**src/bts_pkg.sv**
```systemverilog
`timescale 1ns / 1ps

package bts_pkg;

    localparam int MAX_ENTRIES = 40;
    localparam int CYL_W       = 16;
    localparam int HEAD_W      = 8;
    localparam int ENTRY_W     = CYL_W + HEAD_W;
    localparam int ADDR_W      = (MAX_ENTRIES > 1) ? $clog2(MAX_ENTRIES) : 1;
    localparam int CNT_W       = $clog2(MAX_ENTRIES + 1);
    localparam int FIELD_IDX_W = 6;
    localparam int CFG_IDX_W   = 2;

    localparam logic [1:0] CMD_INSERT = 2'd0;
    localparam logic [1:0] CMD_READ   = 2'd1;
    localparam logic [1:0] CMD_CLEAR  = 2'd2;

    localparam logic [CFG_IDX_W-1:0] CFG_CYL_COUNT  = 2'd0;
    localparam logic [CFG_IDX_W-1:0] CFG_HEAD_COUNT = 2'd1;

    localparam logic [CYL_W-1:0]  CYL_COUNT_RST  = 16'd100;
    localparam logic [HEAD_W-1:0] HEAD_COUNT_RST = 8'd2;

    typedef enum logic [2:0] {
        ST_INSERTED  = 3'd0,
        ST_DUPLICATE = 3'd1,
        ST_RANGE     = 3'd2,
        ST_FULL      = 3'd3,
        ST_READ_OK   = 3'd4,
        ST_BAD_INDEX = 3'd5,
        ST_CLEARED   = 3'd6
    } t_status;

    typedef struct packed {
        logic eq;
        logic gt;
    } t_cmp_res;

endpackage

```
**src/bad_track_sorted_insert_top.sv**
```systemverilog
`timescale 1ns / 1ps
// Throughput: one command at a time; busy is high until the result word is out.
// The single-port table memory sets the insert time: every search and shift step reads it.
// Reset: synchronous active low; table empty, geometry 100 cylinders and 2 heads.
// The result strobe lasts one cycle and the receiver cannot stall it.

module bad_track_sorted_insert_top (
    input  logic                               i_clk,
    input  logic                               i_rst_n,
    input  logic                               start,
    output logic                               busy,
    input  logic [1:0]                         i_cmd,
    input  logic [bts_pkg::CYL_W-1:0]          i_track_cylinder,
    input  logic [bts_pkg::HEAD_W-1:0]         i_track_head,
    input  logic [bts_pkg::FIELD_IDX_W-1:0]    i_entry_index,
    input  logic                               i_cfg_valid,
    output logic                               o_cfg_ready,
    input  logic [bts_pkg::CFG_IDX_W-1:0]      i_cfg_index,
    input  logic [bts_pkg::CYL_W-1:0]          i_cfg_data,
    output logic                               o_done,
    output logic [2:0]                         o_status,
    output logic [bts_pkg::FIELD_IDX_W-1:0]    o_position,
    output logic [bts_pkg::FIELD_IDX_W-1:0]    o_entry_total,
    output logic [bts_pkg::CYL_W-1:0]          o_read_cylinder,
    output logic [bts_pkg::HEAD_W-1:0]         o_read_head
);
    import bts_pkg::*;

    typedef enum logic [8:0] {
        S_IDLE  = 9'b000000001,
        S_SRD   = 9'b000000010,
        S_SCMP  = 9'b000000100,
        S_PLACE = 9'b000001000,
        S_HRD   = 9'b000010000,
        S_HWR   = 9'b000100000,
        S_INS   = 9'b001000000,
        S_RRD   = 9'b010000000,
        S_RDAT  = 9'b100000000
    } t_state;

    t_state              r_state, n_state;
    logic [CNT_W-1:0]    r_fill, n_fill;
    logic [CNT_W-1:0]    r_idx, n_idx;
    logic [CNT_W-1:0]    r_pos, n_pos;
    logic [CYL_W-1:0]    r_key_cyl, n_key_cyl;
    logic [HEAD_W-1:0]   r_key_head, n_key_head;
    logic [CYL_W-1:0]    r_cyl_count;
    logic [HEAD_W-1:0]   r_head_count;

    logic                r_done, n_done;
    t_status             r_status, n_status;
    logic [FIELD_IDX_W-1:0] r_position, n_position;
    logic [FIELD_IDX_W-1:0] r_total, n_total;
    logic [CYL_W-1:0]    r_rcyl, n_rcyl;
    logic [HEAD_W-1:0]   r_rhead, n_rhead;

    logic                ram_we;
    logic [ADDR_W-1:0]   ram_addr;
    logic [ENTRY_W-1:0]  ram_wdata;
    logic [ENTRY_W-1:0]  ram_rdata;
    t_cmp_res            cmp;
    logic [CNT_W-1:0]    idx_dec;
    logic [CNT_W-1:0]    idx_inc;

    bts_ram #(
        .WIDTH (ENTRY_W),
        .DEPTH (MAX_ENTRIES)
    ) u_ram (
        .i_clk   (i_clk),
        .i_we    (ram_we),
        .i_addr  (ram_addr),
        .i_wdata (ram_wdata),
        .o_rdata (ram_rdata)
    );

    bts_cmp u_cmp (
        .i_key_cyl  (r_key_cyl),
        .i_key_head (r_key_head),
        .i_ent_cyl  (ram_rdata[ENTRY_W-1:HEAD_W]),
        .i_ent_head (ram_rdata[HEAD_W-1:0]),
        .o_res      (cmp)
    );

    assign idx_dec = r_idx - CNT_W'(1);
    assign idx_inc = r_idx + CNT_W'(1);

    always_comb begin
        n_state    = r_state;
        n_fill     = r_fill;
        n_idx      = r_idx;
        n_pos      = r_pos;
        n_key_cyl  = r_key_cyl;
        n_key_head = r_key_head;
        n_done     = 1'b0;
        n_status   = r_status;
        n_position = r_position;
        n_total    = r_total;
        n_rcyl     = r_rcyl;
        n_rhead    = r_rhead;
        ram_we     = 1'b0;
        ram_addr   = r_idx[ADDR_W-1:0];
        ram_wdata  = ram_rdata;

        unique case (r_state)
            S_IDLE: begin
                if (start) begin
                    n_done     = 1'b1;
                    n_status   = ST_BAD_INDEX;
                    n_position = '0;
                    n_total    = FIELD_IDX_W'(r_fill);
                    n_rcyl     = '0;
                    n_rhead    = '0;
                    case (i_cmd)
                        CMD_INSERT: begin
                            if (i_track_cylinder >= r_cyl_count ||
                                i_track_head >= r_head_count) begin
                                n_status = ST_RANGE;
                            end else begin
                                // hold the result until the table work is done
                                n_done     = 1'b0;
                                n_key_cyl  = i_track_cylinder;
                                n_key_head = i_track_head;
                                n_idx      = '0;
                                if (r_fill == '0) begin
                                    n_pos   = '0;
                                    n_state = S_PLACE;
                                end else begin
                                    n_state = S_SRD;
                                end
                            end
                        end
                        CMD_READ: begin
                            if (8'(i_entry_index) < 8'(r_fill)) begin
                                n_done  = 1'b0;
                                n_idx   = CNT_W'(i_entry_index);
                                n_state = S_RRD;
                            end
                        end
                        CMD_CLEAR: begin
                            n_fill   = '0;
                            n_status = ST_CLEARED;
                            n_total  = '0;
                        end
                        default: begin
                            n_status = ST_BAD_INDEX;
                        end
                    endcase
                end
            end
            S_SRD: begin
                n_state = S_SCMP;
            end
            S_SCMP: begin
                if (cmp.eq) begin
                    n_done     = 1'b1;
                    n_status   = ST_DUPLICATE;
                    n_position = FIELD_IDX_W'(r_idx);
                    n_total    = FIELD_IDX_W'(r_fill);
                    n_rcyl     = '0;
                    n_rhead    = '0;
                    n_state    = S_IDLE;
                end else if (cmp.gt) begin
                    n_pos   = r_idx;
                    n_state = S_PLACE;
                end else if (idx_inc == r_fill) begin
                    // larger than every entry: append
                    n_pos   = r_fill;
                    n_state = S_PLACE;
                end else begin
                    n_idx   = idx_inc;
                    n_state = S_SRD;
                end
            end
            S_PLACE: begin
                if (r_fill >= CNT_W'(MAX_ENTRIES)) begin
                    n_done     = 1'b1;
                    n_status   = ST_FULL;
                    n_position = '0;
                    n_total    = FIELD_IDX_W'(r_fill);
                    n_rcyl     = '0;
                    n_rhead    = '0;
                    n_state    = S_IDLE;
                end else if (r_fill == r_pos) begin
                    n_state = S_INS;
                end else begin
                    n_idx   = r_fill;
                    n_state = S_HRD;
                end
            end
            S_HRD: begin
                ram_addr = idx_dec[ADDR_W-1:0];
                n_state  = S_HWR;
            end
            S_HWR: begin
                // move the word read from below up one place
                ram_we    = 1'b1;
                ram_addr  = r_idx[ADDR_W-1:0];
                ram_wdata = ram_rdata;
                n_idx     = idx_dec;
                n_state   = (idx_dec == r_pos) ? S_INS : S_HRD;
            end
            S_INS: begin
                ram_we     = 1'b1;
                ram_addr   = r_pos[ADDR_W-1:0];
                ram_wdata  = {r_key_cyl, r_key_head};
                n_fill     = r_fill + CNT_W'(1);
                n_done     = 1'b1;
                n_status   = ST_INSERTED;
                n_position = FIELD_IDX_W'(r_pos);
                n_total    = FIELD_IDX_W'(r_fill + CNT_W'(1));
                n_rcyl     = '0;
                n_rhead    = '0;
                n_state    = S_IDLE;
            end
            S_RRD: begin
                n_state = S_RDAT;
            end
            S_RDAT: begin
                n_done     = 1'b1;
                n_status   = ST_READ_OK;
                n_position = FIELD_IDX_W'(r_idx);
                n_total    = FIELD_IDX_W'(r_fill);
                n_rcyl     = ram_rdata[ENTRY_W-1:HEAD_W];
                n_rhead    = ram_rdata[HEAD_W-1:0];
                n_state    = S_IDLE;
            end
            default: begin
                n_state = S_IDLE;
            end
        endcase
    end

    always_ff @(posedge i_clk) begin
        if (!i_rst_n) begin
            r_state      <= S_IDLE;
            r_fill       <= '0;
            r_done       <= 1'b0;
            r_cyl_count  <= CYL_COUNT_RST;
            r_head_count <= HEAD_COUNT_RST;
        end else begin
            r_state <= n_state;
            r_fill  <= n_fill;
            r_done  <= n_done;
            if (i_cfg_valid) begin
                if (i_cfg_index == CFG_CYL_COUNT) begin
                    r_cyl_count <= i_cfg_data;
                end else if (i_cfg_index == CFG_HEAD_COUNT) begin
                    r_head_count <= i_cfg_data[HEAD_W-1:0];
                end
            end
        end
    end

    always_ff @(posedge i_clk) begin
        r_idx      <= n_idx;
        r_pos      <= n_pos;
        r_key_cyl  <= n_key_cyl;
        r_key_head <= n_key_head;
        r_status   <= n_status;
        r_position <= n_position;
        r_total    <= n_total;
        r_rcyl     <= n_rcyl;
        r_rhead    <= n_rhead;
    end

    assign busy            = (r_state != S_IDLE);
    assign o_cfg_ready     = 1'b1;
    assign o_done          = r_done;
    assign o_status        = r_status;
    assign o_position      = r_position;
    assign o_entry_total   = r_total;
    assign o_read_cylinder = r_rcyl;
    assign o_read_head     = r_rhead;

endmodule

```
**src/bts_ram.sv**
```systemverilog
`timescale 1ns / 1ps

module bts_ram #(
    parameter int WIDTH = 24,
    parameter int DEPTH = 40
) (
    input  logic                                   i_clk,
    input  logic                                   i_we,
    input  logic [((DEPTH > 1) ? $clog2(DEPTH) : 1)-1:0] i_addr,
    input  logic [WIDTH-1:0]                       i_wdata,
    output logic [WIDTH-1:0]                       o_rdata
);

    logic [WIDTH-1:0] r_mem [DEPTH];
    logic [WIDTH-1:0] r_rdata;

    always_ff @(posedge i_clk) begin
        if (i_we) begin
            r_mem[i_addr] <= i_wdata;
        end
        r_rdata <= r_mem[i_addr];
    end

    assign o_rdata = r_rdata;

endmodule

```
**src/bts_cmp.sv**
```systemverilog
`timescale 1ns / 1ps

module bts_cmp (
    input  logic [bts_pkg::CYL_W-1:0]  i_key_cyl,
    input  logic [bts_pkg::HEAD_W-1:0] i_key_head,
    input  logic [bts_pkg::CYL_W-1:0]  i_ent_cyl,
    input  logic [bts_pkg::HEAD_W-1:0] i_ent_head,
    output bts_pkg::t_cmp_res          o_res
);
    import bts_pkg::*;

    logic cyl_eq;

    assign cyl_eq   = (i_ent_cyl == i_key_cyl);
    assign o_res.eq = cyl_eq && (i_ent_head == i_key_head);
    // entry orders after the key: cylinder first, then head
    assign o_res.gt = (i_ent_cyl > i_key_cyl) || (cyl_eq && (i_ent_head > i_key_head));

endmodule
```
**config.mk**
```make
export PLATFORM = sky130hd
export DESIGN_NAME = bad_track_sorted_insert_top
export DESIGN_NICKNAME = d
export VERILOG_FILES = /design/src/bts_pkg.sv /design/src/bad_track_sorted_insert_top.sv /design/src/bts_ram.sv /design/src/bts_cmp.sv
export SDC_FILE = /design/constraint.sdc
export NUM_CORES = 1
export LEC_CHECK = 0
export BUFFER_PORTS_ARGS = -buffer_cell sky130_fd_sc_hd__clkbuf_2
export CAP_MARGIN = 10
export CORE_MARGIN = 4
export CORE_UTILIZATION = 30
export CTS_BUF_LIST = sky130_fd_sc_hd__clkbuf_16
export DETAILED_ROUTE_END_ITERATION = 8
export PLACE_DENSITY = 0.42
export SYNTH_ARGS = -nofsm -noshare
export SYNTH_HDL_FRONTEND = slang
export SYNTH_SLANG_ARGS = --single-unit
```
**constraint.sdc**
```tcl
create_clock -name i_clk -period 4.85 [get_ports i_clk]
set_input_delay 0.485 -clock i_clk [delete_from_list [all_inputs] [get_ports i_clk]]
set_output_delay 0.485 -clock i_clk [all_outputs]
set_load 0.01 [all_outputs]
```
# Word level (Yosys, flattened, before mapping)
# Memories as Yosys holds them, arrays and structs flattened. A register that Yosys moved wholly into a read port is not among the register bits.
# Index checks and enable logic that the tools add are counted.
# classes
magnitude_cmp	6
addsub	3
muxes	66
bitwise_logic	2
eq_ne	33
reduce_logical	21
# ops
op	n
6-bit two-way mux	22
16-bit case mux with 5 select lines	1
9-bit case mux with 7 select lines	1
6-bit case mux with 5 select lines	2
16-bit two-way mux	3
6-bit case mux with 2 select lines	4
8-bit case mux with 5 select lines	1
9-bit two-way mux	3
24-bit two-way mux	1
8-bit two-way mux	3
6-bit case mux with 4 select lines	1
7-bit two-way mux	3
2-bit inequality test (second input constant)	10
6-bit == test	3
9-bit case mux with 2 select lines	1
16-bit == test	1
16-bit greater-or-equal comparator	1
16-bit > comparator	1
4-bit two-way mux	4
3-bit case mux with 5 select lines	1
6-bit by 1-bit adder with 6-bit output (second input constant)	2
3-bit two-way mux	4
4-bit AND reduction	3
10-bit AND reduction	1
37 further kinds	54
# totals
ramBits	960
reg_bits	115
out_inout_bits	42
mem_count	1
wordCells	146
in_bits	54
# mem_list
name	depth	width	rd	rd_clocked_by_memory_dff	write_ports	line_no	rtl
u_ram.r_mem	40	24	1	1	1	bts_ram.sv:14	logic [WIDTH-1:0] r_mem [DEPTH];

# Logic depth before layout (Yosys ltp)
# Gate-level depths: netlist (run 1).
# logic_depth
ltp_word	6
ltp_mapped	13
mapped_depth_nobuf	11

# Cells and area by module
# From an unflattened synthesis (run 1), not the netlist that was laid out.
# unflattened
hier_cells	2773
hier_area_um2	44672.8
# by_module_without_submodules
mod	instances	cells_per_inst	seq_area_each_um2	area_per_inst_um2
bts_ram	1	2060	29308.1	37587.3
bad_track_sorted_insert_top	1	627	3052.9	6422.4
bts_cmp	1	86	0.0	663.1

# Least setup slack after synthesis (run 1)
# OpenSTA, ideal clock, no wires.
# synth_path
path_kind	register to register
from	reg r_state[4]
to	reg r_total[0], in the netlist o_entry_total[0], enable pin
arrival_ns	4.771
period_less_slack_ns	5.277
setup_time_ns	0.507
path_stages_with_launch	7
path_slack_ns	-0.427
path_buffers	2
t_required_ns	4.343
path_cell_list	dfxtp_1 buf_4 nor4b_4 and3_1 clkbuf_1 nor2_1 a311oi_1
# synth_between
elab_chain_len	3
elab_cells_between_ends	10
classes_between	eq/ne: 8; reduce/logical: 2
# synth_lines
element	line_no	rtl
from (decl)	bad_track_sorted_insert_top.sv:41	t_state r_state, n_state;
from (signal assigned)	bad_track_sorted_insert_top.sv:241	r_state <= n_state;
9-bit by 4-bit == test with 1-bit output (tied with other cells)	bad_track_sorted_insert_top.sv:104	unique case (r_state)
5-bit nonzero test (no source line) or 2-bit inequality test (tied branches)	n/a	
4-bit AND reduction (no source line) (*)	n/a	
to (signal assigned)	bad_track_sorted_insert_top.sv:261	r_total <= n_total;
to (decl)	bad_track_sorted_insert_top.sv:53	logic [FIELD_IDX_W-1:0] r_total, n_total;
# Every way passes the cells marked *; elsewhere a longest branch is shown, timed or not.
# A chain may end at the register's enable or synchronous reset.

# Worst setup path in the final report (run 1)
# layout_path
from	reg r_state[6]
to	reg u_ram.r_rdata[15], in the netlist u_ram.o_rdata[15] (read register of u_ram.r_mem)
# layout_between
elab_chain_len	2
elab_cells_between_ends	3
classes_between	eq/ne: 2; mux: 1
# layout_lines
element	line_no	rtl
9-bit by 7-bit == test with 1-bit output or 9-bit by 5-bit == test with 1-bit output (tied branches)	bad_track_sorted_insert_top.sv:104	
6-bit case mux with 2 select lines (*)	bad_track_sorted_insert_top.sv:104	
to (decl)	bts_ram.sv:15	logic [WIDTH-1:0] r_rdata;
# Marked as above.

==> qor.yml, run 1 <==
setup_path:
  cp_max_fo: 14
  rr_worst_depth: 12
  setup.worst_path.end_class: "register"
  critPathLaunch: "r_state[6]"
  critical_path_class: "reg2reg"
  slowest_delay_ns: 1.05
  r2r_setup_slack_ns: 0.36
  crit_slowest_cell: "nor3_1"
  rr_startpoint: "r_state[6]"
  cpMostUsedCell: "buf_4"
  crit_path_start_kind: "register"
  reg2reg_to: "u_ram.o_rdata[15]"
  arrival_ns: 5.05
  required_ns: 5.40
  critical_path.endpoint: "u_ram.o_rdata[15]"
  crit_chain: "nor4b_4, o211ai_4, o21ai_4, o21a_4, nor2_4, buf_12, buf_4, buf_4, a22oi_1, a41oi_1, nor3_1, nand2_1"
synthesis:
  synth_seq_area_share_pct: 77.0
  ys_top_cells_by_area: "edfxtp_1 (74%), a22oi_1 (8.7%), dfxtp_1 (3.1%)"
  avgSynthCellArea_um2: 16.5
  syn_nets: 2651
  async_flop_share_pct: 0
  yosys.area.top_type: "edfxtp_1"
  syn_inst: 2540
  synth_edf_count: 1035
  yosysWarnings: 0
  ys_ff_latch: 1099
  syn_area_um2: 42000
  synthFlopType: "edfxtp_1"
  synth_top_area_share_pct: 74.0
  synth_cell_type_count: 71
clock_tree:
  numCtsBuffers: 117
  ctsHtreeMaxLevel: 3
  cts_sinks: 1099
  tritoncts: "built"
  cts-root-buf: "clkbuf_16"
  clk_latency_ns: 0.73
  clockBufferDepth: 3
  clkTransAtPathRegs_ns: 0.07
die:
  initial_utilization_pct: 30.1
  io_pins: 96
  fp.coreArea_um2: 139000
  dieArea_um2: 146000
  fp.dieW_um: 382
  die_y_um: 382
  num_rows: 137
global_route:
  grt_pass1_vias: 24900
  grt_pass1_wl_um: 190000
  overflow: 0
  grt_max_degree: 74
  grt_usage_pct: 18.0
  antenna_found_initial: 1
run_status:
  status: "finished clean"
place:
  dp_hpwl_um: 84900
  dp_slack_ns: 0.344
  gp_congestion: 0.825
  port_buffers: 94
route:
  antenna_left: 0
  drc_errors: 0
  drt-wirelength-per-cell_um: 28.2
  drt_iter0_drc: 2487
  viasPerCell: 5.20
  routed_wl_um: 134000
  route.vias.total: 24700
  drt_pre_antenna_iters: 6
finish:
  nets: 2885
  fin_util_pct: 35.8
  fillCellCount: 13100
  layout_common_cells: "edfxtp_1 (1,035), a22oi_1 (483), clkbuf_16 (117), buf_4 (117), nand2_1 (115)"
  final_common_cell: "edfxtp_1"
  drive_gt1_share_pct: 17.0
  multiInputGateArea_um2: 9020
  register_area_um2: 32400
  area_growth_pct: 18.7
sta:
  skew_ns: 0.0319
  max_freq_mhz: 223
  rsz0062_at_grt: "no"
  period_minus_slack_ns: 4.49
  final_max_slew_viol_count: 0
  setup_violations: 0
  hold_ws_ns: 0.100
  fin_crit_sh_pct: 92.6
  relSlewSlack_pct: 15.3
  worst_pin_slew_ns: 1.27
  setup_tns_ns: 0
  finalHoldViolCount: 0
  worst_slack_ns: 0.358
pwr:
  p_leak_nw: 15.9
  vdd.ir_drop.worst_uv: 337
  power.density_nw_per_um2: 507
run:
  cap_violations: 0
hold_path:
  hold_path_class: "in2reg"
==> kinds of logic (layout without fill, tap and decap cells) <==
kind of cell               after synthesis  in the layout  share of synthesized area (%)
AOI/OAI and AO/OA                      767            767                           13.6
and+or+nand+nor                        357            357                           4.23
other                                    1              2                        0.00893
adders and majority gates               57             57                           1.70
DFF                                   1099           1099                           77.0
xor gates and xnor gates                27             27                          0.563
buffers and inverters                  222            555                           2.63
muxes                                   10             10                          0.238
==> metrics by stage <==
step | cell area (µm²) | std cells | total power (W)
after global routing | 49800 | 4749 | 0.0262
after detailed placement | 45700 | 4490 | 0.0168
final | 49800 | 4750 | 0.0253
after floorplan | 42000 | 2540 | 0.0142
after global placement | 45700 | 4490 | 0.0168
after CTS | 49800 | 4749 | 0.0256
==> worst max-delay path: cells and delay by family, from the launching register on <==
kind / cells / cell delay, ns
AO/OA/AOI/OAI: 5 / 1.30
buffers and inverters: 3 / 0.60
AND/OR/NAND/NOR: 4 / 1.85
flip-flops: 1 / 0.50
==> how the worst min path moves through the flow <==
stage	start	to	slack (ns)	cells past startpoint
finish	i_rst_n	r_head_count[1]	0.10	2
global route	i_rst_n	r_head_count[1]	0.08	2
CTS	i_rst_n	r_head_count[1]	0.02	2
detailed placement	r_cyl_count[11]	r_cyl_count[11]	0.45	2
global placement	r_cyl_count[1]	r_cyl_count[1]	0.45	2
floorplan	r_cyl_count[10]	r_cyl_count[10]	0.44	2
==> final cells by class <==
cell class                      instances  share of cell area, %
Clock buffer                          117                   5.87
Antenna cell                            1                0.00502
Inverter                               65                  0.489
Tap cell                             1876                   4.71
Sequential cell                      1099                   64.9
Timing Repair Buffer                  272                   4.33
Multi-Input combinational cell       1219                   18.1
Clock inverter                        101                   1.56
==> layer usage <==
| layer | vias to the layer above | global-route usage (%) | share of wire (%) |
|---|---|---|---|
| li1 | 10800 | - | - |
| met1 | 12900 | 25.2 | 45 |
| met2 | 835 | 29.4 | 47 |
| met3 | 173 | 2.85 | 5.6 |
| met4 | 0 | 4.02 | 2.1 |
| met5 | - | 0 | 0 |
==> where the power goes <==
group,switching [W],internal [W]
logic,0.00347,0.00109
clock network,0.00372,0.00495
registers,0.000351,0.0117
==> flip-flops by register name (all words and copies together) (netlist names) <==
signal / flops
r_key_cyl: 16
r_pos: 6
r_state: 9
o_read_head: 8
r_head_count: 8
o_read_cylinder: 16
u_ram.r_mem: 960
o_status: 3
r_idx: 6
r_cyl_count: 16
o_position: 6
u_ram.o_rdata: 24
o_entry_total: 6
r_key_head: 8
r_fill: 6
o_done: 1
==> synth_stat cells (all sizes together), types with 34 or more instances <==
| cell type | n |
|---|---|
| o21ai | 46 |
| a41oi | 94 |
| nor2 | 93 |
| ha | 57 |
| buf | 114 |
| dfxtp | 64 |
| nand2 | 119 |
| a22oi | 486 |
| a21oi | 63 |
| nand4 | 34 |
| clkbuf | 43 |
| edfxtp | 1035 |
| inv | 65 |
==> repair_timing <==
item / in CTS / in global routing
setup buffers: 0 / 0
hold buffers: 41 / 0
hold endpoints to repair: 49 / 0
endpoints found under the setup margin: 0 / 0
resized for setup: 0 / 0
Power figures use the tool's default switching activity.
==> run 2, diff against run 1 <==
--- a/config.mk
+++ b/config.mk
@@ -9,7 +9,7 @@
 export CAP_MARGIN = 10
 export CORE_MARGIN = 4
 export CORE_UTILIZATION = 30
-export CTS_BUF_LIST = sky130_fd_sc_hd__clkbuf_16
+export CTS_BUF_LIST = sky130_fd_sc_hd__clkbuf_8
 export DETAILED_ROUTE_END_ITERATION = 8
 export PLACE_DENSITY = 0.42
 export SYNTH_ARGS = -nofsm -noshare
==> run 2 against run 1 <==
Net effect:
- critical path depth stayed put
- via count is 2.0% higher
- first-iteration DRC count is 8.3% lower
- non-clock buffer count is 29 higher
- core utilization is 0.090 points higher
- clock power is 9.1% lower
- sequential cell count stayed put
- total power is 3.0% lower
- cell count is 3.4% higher
- die area stayed put
- highest routed layer unchanged
==> qor.yml, run 2 (synthesis results as in run 1) <==
run_status:
  status: "finished clean"
pwr:
  power.density_nw_per_um2: 491
  finalPower_w: 0.0245
  vdd.ir_drop.worst_uv: 238
  p_leak_nw: 16.1
finish:
  final_common_cell: "edfxtp_1"
  finalNonFillerCells: 4911
  nets: 2983
  drive_gt1_share_pct: 18.4
  top_register: "u_ram.r_mem"
  area_growth_pct: 19.0
  layout_common_cells: "edfxtp_1 (1,035), a22oi_1 (483), clkbuf_8 (197), inv_1 (136), buf_4 (117)"
  largest_register_ffs: 960
clock_tree:
  clk_latency_ns: 0.91
  cts_sinks: 1099
  clkTransAtPathRegs_ns: 0.06
  tritoncts: "built"
  numCtsBuffers: 186
  clockBufferDepth: 3
  ctsHtreeMaxLevel: 4
  cts-root-buf: "clkbuf_8"
  post_cts_buffers: 0
die:
  dieArea_um2: 146000
  fp.dieW_um: 382
  num_rows: 137
  fp.coreArea_um2: 139000
  io_pins: 96
  die_y_um: 382
  initial_utilization_pct: 30.1
setup_path:
  critical_path_class: "reg2reg"
  crit_path_start_kind: "register"
  critPathLaunch: "r_idx[0]"
  rr_startpoint: "r_idx[0]"
  setup.worst_path.end_class: "register"
  arrival_ns: 5.17
  required_ns: 5.57
  cp_max_fo: 14
hold_path:
  worstHoldStart: "i_cfg_index[1]"
  hold_path_class: "in2reg"
global_route:
  grt_pass1_wl_um: 193000
  grt_pass1_vias: 25900
  grt_max_degree: 74
  overflow: 0
  grt_usage_pct: 18.2
  antenna_found_initial: 4
sta:
  setup_tns_ns: 0
  finalHoldViolCount: 0
  worst_pin_slew_ns: 1.23
  fin_crit_sh_pct: 91.7
  rsz0062_at_grt: "no"
  setup_violations: 0
  relSlewSlack_pct: 17.2
  final_max_slew_viol_count: 0
  period_minus_slack_ns: 4.45
  max_freq_mhz: 225
  skew_ns: 0.0616
place:
  dp.cells: 4490
  port_buffers: 94
  gp_congestion: 0.825
  dp_hpwl_um: 84900
route:
  antenna_left: 0
  drc_errors: 0
  viasPerCell: 5.13
  route.vias.total: 25200
  drt_pre_antenna_iters: 6
  drt-wirelength-per-cell_um: 27.6
  routed_wl_um: 135000
  drt_iter0_drc: 2281
run:
  cap_violations: 0
[run 2: timing repair]
item,in CTS,in global routing
resized for setup,0,0
hold buffers,70,0
endpoints found under the hold margin,58,0
[run 2: critical path: stages (launching register included)]
cell	delay [ns]
edfxtp_1	0.60
inv_1	0.16
ha_1	0.32
a32oi_1	0.44
o21a_4	0.26
nor2_4	0.11
buf_12	0.17
buf_4	0.23
buf_4	0.20
a22oi_1	0.30
a41oi_1	0.30
nor3_1	1.05
nand2_1	0.12
[run 2: worst paths after layout]
check | end | slack, ns | cells after the start
worst min register to register | r_cyl_count[15] | 0.46 | 2
worst min-delay path | r_cyl_count[15] | 0.24 | 4
worst max-delay path | u_ram.o_rdata[15] | 0.40 | 12
worst max register to register | u_ram.o_rdata[15] | 0.40 | 12
[run 2: final cells by class]
cell class,count,area (µm²)
Antenna cell,6,15.0
Clock buffer,197,2710
Clock inverter,148,817
Fill cell,13200,89400
Inverter,65,244
Multi-Input combinational cell,1219,9020
Sequential cell,1099,32400
Tap cell,1876,2350
Timing Repair Buffer,301,2450
[run 2: metal layers]
layer / up-vias / track usage [%] / wire [µm] / part of all wire [%]
met2: 845 / 29.5 / 64000 / 47
met4: 0 / 4.40 / 2620 / 1.9
li1: 11100 / - / - / -
met1: 13100 / 25.2 / 60900 / 45
met3: 182 / 3.71 / 8000 / 5.9
met5: - / 0 / 0 / 0
[run 2: per-stage QoR]
stage          hold WS, ns  utilization [%]  instance area (µm²)  setup slack, ns
2_1_floorplan        0.436                -                42000            0.931
3_3_place_gp         0.449             32.8                45700            0.452
3_5_place_dp         0.451             32.8                45700            0.344
4_1_cts              0.157             35.8                50000            0.372
5_1_grt              0.244             35.8                50000            0.297
6_report             0.237             35.9                50000            0.403
[run 2: power breakdown]
group	leakage (nW)	internal (W)	switching (W)
registers	9.95	0.0117	0.000345
logic	4.10	0.00110	0.00348
clock network	2.04	0.00405	0.00383
